### config.mk
export PLATFORM = sky130hd
export DESIGN_NAME = dual_pol_total_power_integrator
export DESIGN_NICKNAME = d
export VERILOG_FILES = /design/src/rtl/core/dpti_pkg.sv /design/src/rtl/core/dpti_power.sv /design/src/rtl/core/dual_pol_total_power_integrator.sv
export SDC_FILE = /design/constraint.sdc
export NUM_CORES = 1
export LEC_CHECK = 0
export ABC_AREA = 1
export BUFFER_PORTS_ARGS = -buffer_cell sky130_fd_sc_hd__buf_4
export CAP_MARGIN = 20
export CORE_MARGIN = 2
export CORE_UTILIZATION = 47
export CTS_CLUSTER_DIAMETER = 60
export DETAILED_ROUTE_END_ITERATION = 16
export PLACE_DENSITY_LB_ADDON = 0.2
export SLEW_MARGIN = 30
export SYNTH_ARGS = -nofsm -noshare
export SYNTH_HDL_FRONTEND = slang
export SYNTH_SLANG_ARGS = --single-unit
### constraint.sdc
create_clock -name i_clk -period 9.8 [get_ports i_clk]
set_input_delay 0.49 -clock i_clk [delete_from_list [all_inputs] [get_ports i_clk]]
set_output_delay 0.49 -clock i_clk [all_outputs]
set_load 0.02 [all_outputs]
### src/rtl/core/dpti_pkg.sv
package dpti_pkg;

    localparam int SAMPLE_W  = 8;
    localparam int SQ_W      = 2 * SAMPLE_W;
    localparam int POW_W     = SQ_W + 1;
    localparam int NUM_CH_W  = 13;
    localparam int CHAN_W    = 12;
    localparam int ICNT_W    = 16;
    localparam int FRAME_W   = 29;
    localparam int INTEG_W   = 44;
    localparam int TS_W      = 48;
    localparam int CFG_IDX_W = 1;
    localparam int CFG_DAT_W = 16;
    localparam int IN_DAT_W  = 4 * SAMPLE_W;
    localparam int OUT_DAT_W = 128;

    localparam logic [NUM_CH_W-1:0] MAX_CHANNELS = NUM_CH_W'(4096);
    localparam logic [FRAME_W-1:0]  FRAME_MAX    = '1;
    localparam logic [INTEG_W-1:0]  INTEG_MAX    = '1;

    typedef enum logic [CFG_IDX_W-1:0] {
        CFG_NUM_CHANNELS    = 1'b0,
        CFG_INTEGRATE_COUNT = 1'b1
    } t_cfg_idx;

    typedef struct packed {
        logic signed [SAMPLE_W-1:0] y_imag;
        logic signed [SAMPLE_W-1:0] y_real;
        logic signed [SAMPLE_W-1:0] x_imag;
        logic signed [SAMPLE_W-1:0] x_real;
    } t_sample;

endpackage

### src/rtl/core/dpti_power.sv
module dpti_power (
    input  dpti_pkg::t_sample                 i_sample,
    output logic [dpti_pkg::POW_W-1:0]        o_power
);

    logic [dpti_pkg::SAMPLE_W-1:0] w_mag [4];
    logic [dpti_pkg::SQ_W-1:0]     w_sq  [4];
    logic [dpti_pkg::SAMPLE_W-1:0] w_raw [4];

    assign w_raw[0] = i_sample.x_real;
    assign w_raw[1] = i_sample.x_imag;
    assign w_raw[2] = i_sample.y_real;
    assign w_raw[3] = i_sample.y_imag;

    // The magnitude of the most negative value still fits as unsigned.
    always_comb begin
        for (int k = 0; k < 4; k++) begin
            w_mag[k] = w_raw[k][dpti_pkg::SAMPLE_W-1] ? (~w_raw[k] + 1'b1) : w_raw[k];
            w_sq[k]  = dpti_pkg::SQ_W'(w_mag[k]) * dpti_pkg::SQ_W'(w_mag[k]);
        end
        o_power = dpti_pkg::POW_W'(w_sq[0]) + dpti_pkg::POW_W'(w_sq[1])
                + dpti_pkg::POW_W'(w_sq[2]) + dpti_pkg::POW_W'(w_sq[3]);
    end

endmodule

### src/rtl/core/dual_pol_total_power_integrator.sv
// Channel     Direction  Fields (lowest bit first)
// s_axis      in         tdata: x_real, x_imag, y_real, y_imag
// m_axis      out        tdata: timestep, frame_power, integrated_power; tuser: integrated_valid
// i_cfg       in         index 0 num_channels, index 1 integrate_count
//
// One sample per clock is sustained while no frame-ending sample waits; a result is
// presented once the last sample of its frame passes the power and output registers.
// The first stage registers the power, the second updates the frame and integration
// sums and loads the output register. Only a frame-ending sample waits when the
// output register is full. Reset is synchronous and clears all counters and sums.
module dual_pol_total_power_integrator (
    input  logic                                i_clk,
    input  logic                                i_rst_n,
    input  logic                                s_axis_tvalid,
    output logic                                s_axis_tready,
    // x_real, x_imag, y_real, y_imag
    input  logic [dpti_pkg::IN_DAT_W-1:0]       s_axis_tdata,
    output logic                                m_axis_tvalid,
    input  logic                                m_axis_tready,
    // timestep, frame_power, integrated_power, zero fill
    output logic [dpti_pkg::OUT_DAT_W-1:0]      m_axis_tdata,
    // integrated_valid
    output logic                                m_axis_tuser,
    input  logic                                i_cfg_we,
    input  logic [dpti_pkg::CFG_IDX_W-1:0]      i_cfg_idx,
    input  logic [dpti_pkg::CFG_DAT_W-1:0]      i_cfg_data
);

    logic [dpti_pkg::NUM_CH_W-1:0] r_num_ch;
    logic [dpti_pkg::ICNT_W-1:0]   r_icnt;

    logic                          r_pvalid;
    logic [dpti_pkg::POW_W-1:0]    r_pow;
    logic [dpti_pkg::POW_W-1:0]    w_pow;

    logic [dpti_pkg::CHAN_W-1:0]   r_chan;
    logic [dpti_pkg::FRAME_W-1:0]  r_facc;
    logic [dpti_pkg::ICNT_W-1:0]   r_fcnt;
    logic [dpti_pkg::INTEG_W-1:0]  r_iacc;
    logic [dpti_pkg::TS_W-1:0]     r_ts;

    logic                          r_ovalid;
    logic [dpti_pkg::TS_W-1:0]     r_o_ts;
    logic [dpti_pkg::FRAME_W-1:0]  r_o_fp;
    logic                          r_o_iv;
    logic [dpti_pkg::INTEG_W-1:0]  r_o_ip;

    logic [dpti_pkg::NUM_CH_W-1:0] w_eff;
    logic                          w_last;
    logic [dpti_pkg::FRAME_W:0]    w_fsum;
    logic [dpti_pkg::FRAME_W-1:0]  n_facc;
    logic [dpti_pkg::INTEG_W:0]    w_isum;
    logic [dpti_pkg::INTEG_W-1:0]  n_iacc;
    logic [dpti_pkg::ICNT_W-1:0]   n_fcnt;
    logic                          w_hit;
    logic                          w_out_free;
    logic                          w_adv;

    dpti_power u_power (
        .i_sample (dpti_pkg::t_sample'(s_axis_tdata)),
        .o_power  (w_pow)
    );

    always_comb begin
        if (r_num_ch == '0) begin
            w_eff = dpti_pkg::NUM_CH_W'(1);
        end else if (r_num_ch > dpti_pkg::MAX_CHANNELS) begin
            w_eff = dpti_pkg::MAX_CHANNELS;
        end else begin
            w_eff = r_num_ch;
        end
        w_last = (dpti_pkg::NUM_CH_W'(r_chan) + 1'b1) >= w_eff;

        w_fsum = {1'b0, r_facc} + (dpti_pkg::FRAME_W + 1)'(r_pow);
        n_facc = (w_fsum > {1'b0, dpti_pkg::FRAME_MAX}) ? dpti_pkg::FRAME_MAX
                                                         : w_fsum[dpti_pkg::FRAME_W-1:0];
        w_isum = {1'b0, r_iacc} + (dpti_pkg::INTEG_W + 1)'(n_facc);
        n_iacc = (w_isum > {1'b0, dpti_pkg::INTEG_MAX}) ? dpti_pkg::INTEG_MAX
                                                         : w_isum[dpti_pkg::INTEG_W-1:0];
        n_fcnt = r_fcnt + 1'b1;
        w_hit  = (r_icnt != '0) && (n_fcnt == r_icnt);

        w_out_free    = !r_ovalid || m_axis_tready;
        w_adv         = r_pvalid && (!w_last || w_out_free);
        s_axis_tready = !r_pvalid || w_adv;
    end

    always_ff @(posedge i_clk) begin
        if (!i_rst_n) begin
            r_num_ch <= dpti_pkg::NUM_CH_W'(1);
            r_icnt   <= '0;
        end else if (i_cfg_we) begin
            case (dpti_pkg::t_cfg_idx'(i_cfg_idx))
                dpti_pkg::CFG_NUM_CHANNELS: begin
                    r_num_ch <= i_cfg_data[dpti_pkg::NUM_CH_W-1:0];
                end
                dpti_pkg::CFG_INTEGRATE_COUNT: begin
                    r_icnt <= i_cfg_data[dpti_pkg::ICNT_W-1:0];
                end
                default: begin
                end
            endcase
        end
    end

    always_ff @(posedge i_clk) begin
        if (!i_rst_n) begin
            r_pvalid <= 1'b0;
        end else if (s_axis_tready) begin
            r_pvalid <= s_axis_tvalid;
        end
    end

    always_ff @(posedge i_clk) begin
        if (s_axis_tready && s_axis_tvalid) begin
            r_pow <= w_pow;
        end
    end

    always_ff @(posedge i_clk) begin
        if (!i_rst_n) begin
            r_chan <= '0;
            r_facc <= '0;
            r_fcnt <= '0;
            r_iacc <= '0;
            r_ts   <= '0;
        end else if (w_adv) begin
            if (!w_last) begin
                r_chan <= r_chan + 1'b1;
                r_facc <= n_facc;
            end else begin
                r_chan <= '0;
                r_facc <= '0;
                r_iacc <= w_hit ? '0 : n_iacc;
                r_fcnt <= w_hit ? '0 : n_fcnt;
                r_ts   <= r_ts + 1'b1;
            end
        end
    end

    always_ff @(posedge i_clk) begin
        if (!i_rst_n) begin
            r_ovalid <= 1'b0;
        end else if (w_adv && w_last) begin
            r_ovalid <= 1'b1;
        end else if (m_axis_tready) begin
            r_ovalid <= 1'b0;
        end
    end

    always_ff @(posedge i_clk) begin
        if (w_adv && w_last) begin
            r_o_ts <= r_ts;
            r_o_fp <= n_facc;
            r_o_iv <= w_hit;
            r_o_ip <= w_hit ? n_iacc : '0;
        end
    end

    assign m_axis_tvalid = r_ovalid;
    assign m_axis_tuser  = r_o_iv;
    assign m_axis_tdata  = {7'd0, r_o_ip, r_o_fp, r_o_ts};

    a_no_ip_without_iv : assert property (@(posedge i_clk) disable iff (!i_rst_n)
        (r_ovalid && !r_o_iv) |-> (r_o_ip == '0))
        else $error("integrated power set without its flag");

    a_ip_covers_frame : assert property (@(posedge i_clk) disable iff (!i_rst_n)
        (r_ovalid && r_o_iv) |-> (r_o_ip >= dpti_pkg::INTEG_W'(r_o_fp)))
        else $error("integrated power below its last frame power");

    a_hit_clears_fcnt : assert property (@(posedge i_clk) disable iff (!i_rst_n)
        (w_adv && w_last && w_hit) |=> (r_fcnt == '0 && r_iacc == '0 && r_o_iv))
        else $error("integration not cleared after a completed sum");

endmodule
==> results summary <==
The flow ran to the end, and the final reports show no timing, DRC or antenna violations. The gate count after technology mapping is 3343. The portion of the post-synthesis area used by sequential elements came out at 0.304.

VDD sags by at most 1120 µV. Dividing the detail-routed via count by the number of cells gives 5.06. The number of setup violations in the final report came out at 0. The critical path endpoint is r_pow[12]. The total of buffers placed on input and output ports is 177. In the final design database the tool counted 3921 nets. For this run, the leading register cell type out of synthesis is dfxtp_1. The area fraction in compound gates after synthesis came to 0.0694. The total vias in the final route is 21500. By area, the combinational part of the netlist is dominated by simple AND/OR/NAND/NOR gates. The count of inserted antenna diode cells is 0. The clock tree from TritonCTS is yes. The minimum clock period after layout is 7.69 ns. The floorplan step set the die width to 237 µm.

The area added between synthesis and finish came out at 13.0%. The portion of netlist area occupied by mux cells is 0. The type of the worst setup path is primary input to flip-flop. The die outline area came out at 56400 µm².

The wire length of the first global-routing pass is 105000 µm. The final max-slew violation count is 0. The remaining global-route overflow is 0. The flip-flop and latch count after synthesis is 319. Once the clock tree was built, the resizer swapped 0 gates to a different size.

Counting flops with an async set or reset pin after synthesis yields a share of 0. The remaining antenna violation count after routing came out at 0. The worst slew margin relative to its limit is 0.382.

The internal portion of the total power is 5.87 mW. The data arrival time at the worst-slack endpoint is 8.00 ns. The wire-length estimate of the detail-placed layout is 51000 µm.

From bottom edge to top edge, the die measures 237 µm. The number of clock buffers added by TritonCTS is 39. The starting density of the core came out at 0.476. Dividing total power by cell area gives a power density of 381 nW/µm².

The cell area after layout is 28900 µm². The required time of the worst setup path came out at 10.11 ns. The library cell used most frequently in the layout, excluding fill and tap cells, is nand2_1. The number of distinct library cells after synthesis came out at 49. The slew at the pin closest to its max-slew limit came out at 0.927 ns.

Of the total synthesized cell area, the portion taken by AND, OR, NAND and NOR gates is 0.262. The share of total power dissipated in the clock network is 0.133. The clock tree buffer depth is 3.

The tightest min-delay check is of the primary input to flip-flop type. The capturing element type of the critical path is a flip-flop. Setup repair after global routing left no endpoint under its margin. The number of design rule violations left after detail routing came out at 0. The number of cells on the critical path came out at 25. The adder-cell share of the synthesized area is 0.226. The count of pins on the block boundary is 185. The floorplan row count came out at 85.

The cell area reported after detailed placement came out at 27600 µm². Leaving out fill and tap cells, the most frequent cells in the layout are 856 x nand2_1, 548 x inv_1, 319 x nor2_1. The area of the multi-input gates is 15400 µm². For this design the total switching power over the nets is 5.17 mW. The endpoint identified for the worst register-to-register timing path is r_o_ip[2]. The count of synthesis-stage warnings from yosys came out at 0. The register-to-register setup slack came out at 4.16 ns. The final setup skew came out at 0.0305 ns. The number of endpoints with negative hold slack in the final report is 0.

The number of synthesized flops with an enable pin came out at 139. The combinational power share came out at 0.692. The buffering stage count on the worst path with inverters included is 4.

After routing, the total negative slack on setup checks comes to 0 ns. The area share of xor/xnor cells in the synthesized design came out at 0.0392. In this run the number of H-tree levels came out at 2. Static timing analysis puts the maximum clock frequency at 130 MHz.

The share of cells above drive strength 1 is 0.0925. The sequential cell area in the final layout is 7780 µm². The number of DRC violations after detailed-routing iteration 0 came out at 1523. The length of the first detailed-routing pass in iterations is 7.

Of the total power, the share spent switching nets is 0.468. Entering global routing, the biggest net connects 90 pins. The sequential power share came out at 0.176. The type of origin of the critical path is a primary input. The maximum net fanout on the critical path is 11.

The largest individual stage delay along the critical path comes from the cell xor2_1. The clock net in this run drives a total of 319 sinks. The average detailed-routed wire length per instance came out at 15.1 µm. The overall global routing resource usage is 0.230. The source of the worst register-to-register timing path is r_facc[0]. The fill cell total of the finished layout came out at 5187. The cell that appears most often on the critical path is fa_1. The clock transition at the registers of the reported paths is 0.05 ns. Dividing the final minimum period by the clock period gives 0.785. In this run the worst setup path begins at s_axis_tdata[24]. After floorplanning, the core was sized to cover 53800 µm². After synthesis, the mean cell area works out to 7.66 µm².

The logic depth of the worst register-to-register path came out at 24. The placer's final routability congestion estimate is 0.952. Broken down by cell family, the worst path's largest delay share belongs to adder cells.

The routed wire length came out at 64000 µm. The combined area of all synthesized cells is 25600 µm². CTS placed an instance of clkbuf_16 at the clock tree root. Across the run, the number of max-cap violations was 0. The critical path's largest stage delay is 0.72 ns.

The clock latency of the later-clocked register in the worst-skew pair is 0.57 ns. The initial antenna violation count is 0. The number of setup buffers added after CTS is 0.

The quantity of hold-fixing buffers added after cts is 0. The number of global-route vias before repair is 20700. The static leakage power is 13.3 nW.
final cells by class:
cell class	count	share of cell area
Tap cell	696	0.0301
Sequential cell	319	0.269
Timing Repair Buffer	186	0.0494
Inverter	557	0.0726
Clock inverter	14	0.00489
Clock buffer	58	0.0413
Multi-Input combinational cell	2412	0.533
worst min-delay path by stage:
stage,endpoint,start,cells after the start,slack [ns]
final,r_num_ch[10],i_cfg_data[10],3,0.16
after global routing,r_num_ch[10],i_cfg_data[10],3,0.15
after CTS,r_num_ch[10],i_cfg_data[10],3,0.13
after detailed placement,r_o_ts[19],r_ts[19],0,0.43
after global placement,r_o_ts[19],r_ts[19],0,0.42
after floorplan,r_o_ts[19],r_ts[19],0,0.41
metrics by stage:
step	setup slack [ns]	instances	power [mW]	util	hold WS, ns
detailed placement	1.60	4168	9.60	0.512	0.429
global route	1.66	4242	12.3	0.538	0.149
finish	2.11	4242	11.0	0.538	0.162
CTS	2.20	4240	11.1	0.537	0.134
global placement	1.73	4168	9.56	0.512	0.423
floorplan	2.48	3372	7.90	-	0.408
kinds of logic after synthesis:
| family | Yosys count |
|---|---|
| fa+ha+maj | 352 |
| buf+inv | 641 |
| compound gates | 339 |
| simple gates | 1580 |
| xor+xnor | 110 |
| flops | 319 |
| other cells | 2 |
power by group through the flow:
| stage | combinational (mW) | clock, mW | sequential (mW) |
|---|---|---|---|
| final | 7.63 | 1.46 | 1.94 |
| after global routing | 8.81 | 1.55 | 1.95 |
| after CTS | 7.69 | 1.50 | 1.94 |
| after detailed placement | 7.63 | 0 | 1.97 |
| after global placement | 7.59 | 0 | 1.97 |
| after floorplan | 5.92 | 0 | 1.98 |
flip-flops by register name (all words and copies together), names as in the netlist, 12 cells and up:
name	cells
r_fcnt	16
r_facc	29
r_ts	48
r_o_ts	48
r_o_fp	29
r_pow	17
r_o_ip	44
r_num_ch	13
r_icnt	16
r_iacc	44
r_chan	12
per-layer routing:
| metal | global-route usage | wire, µm | share of wire | vias to the layer above |
|---|---|---|---|---|
| met5 | 0 | 0 | 0 | - |
| met4 | 0.0585 | 1470 | 0.023 | 0 |
| met3 | 0.0267 | 2920 | 0.046 | 89 |
| met2 | 0.381 | 29600 | 0.46 | 469 |
| met1 | 0.322 | 30000 | 0.47 | 10000 |
| li1 | - | - | - | 10900 |
synthesized netlist by cell type, types with 6 or more instances:
master / instances / area, µm²
clkbuf_1: 49 / 184
o21ai_0: 81 / 405
nand4_1: 40 / 250
nand2_1: 857 / 3220
fa_1: 185 / 3700
a21oi_1: 223 / 1120
inv_1: 550 / 2060
nand3b_1: 18 / 135
buf_6: 11 / 124
edfxtp_1: 139 / 4170
a21o_1: 7 / 52.6
xnor2_1: 55 / 482
buf_2: 16 / 80.1
nand3_1: 197 / 986
xor2_1: 52 / 455
dfxtp_1: 180 / 3600
nand2_2: 6 / 37.5
nor3_1: 51 / 255
or2_2: 10 / 62.6
nor2_2: 45 / 282
o21bai_1: 9 / 67.6
ha_1: 167 / 2090
nor2_1: 320 / 1200
nor4_1: 15 / 93.8
buf_4: 7 / 52.6
tightest hold or removal path, stage by stage:
cell and delay (ns):
buf_4 0.09, nor2_1 0.03, nor2_1 0.08
Power figures use the tool's default switching activity.
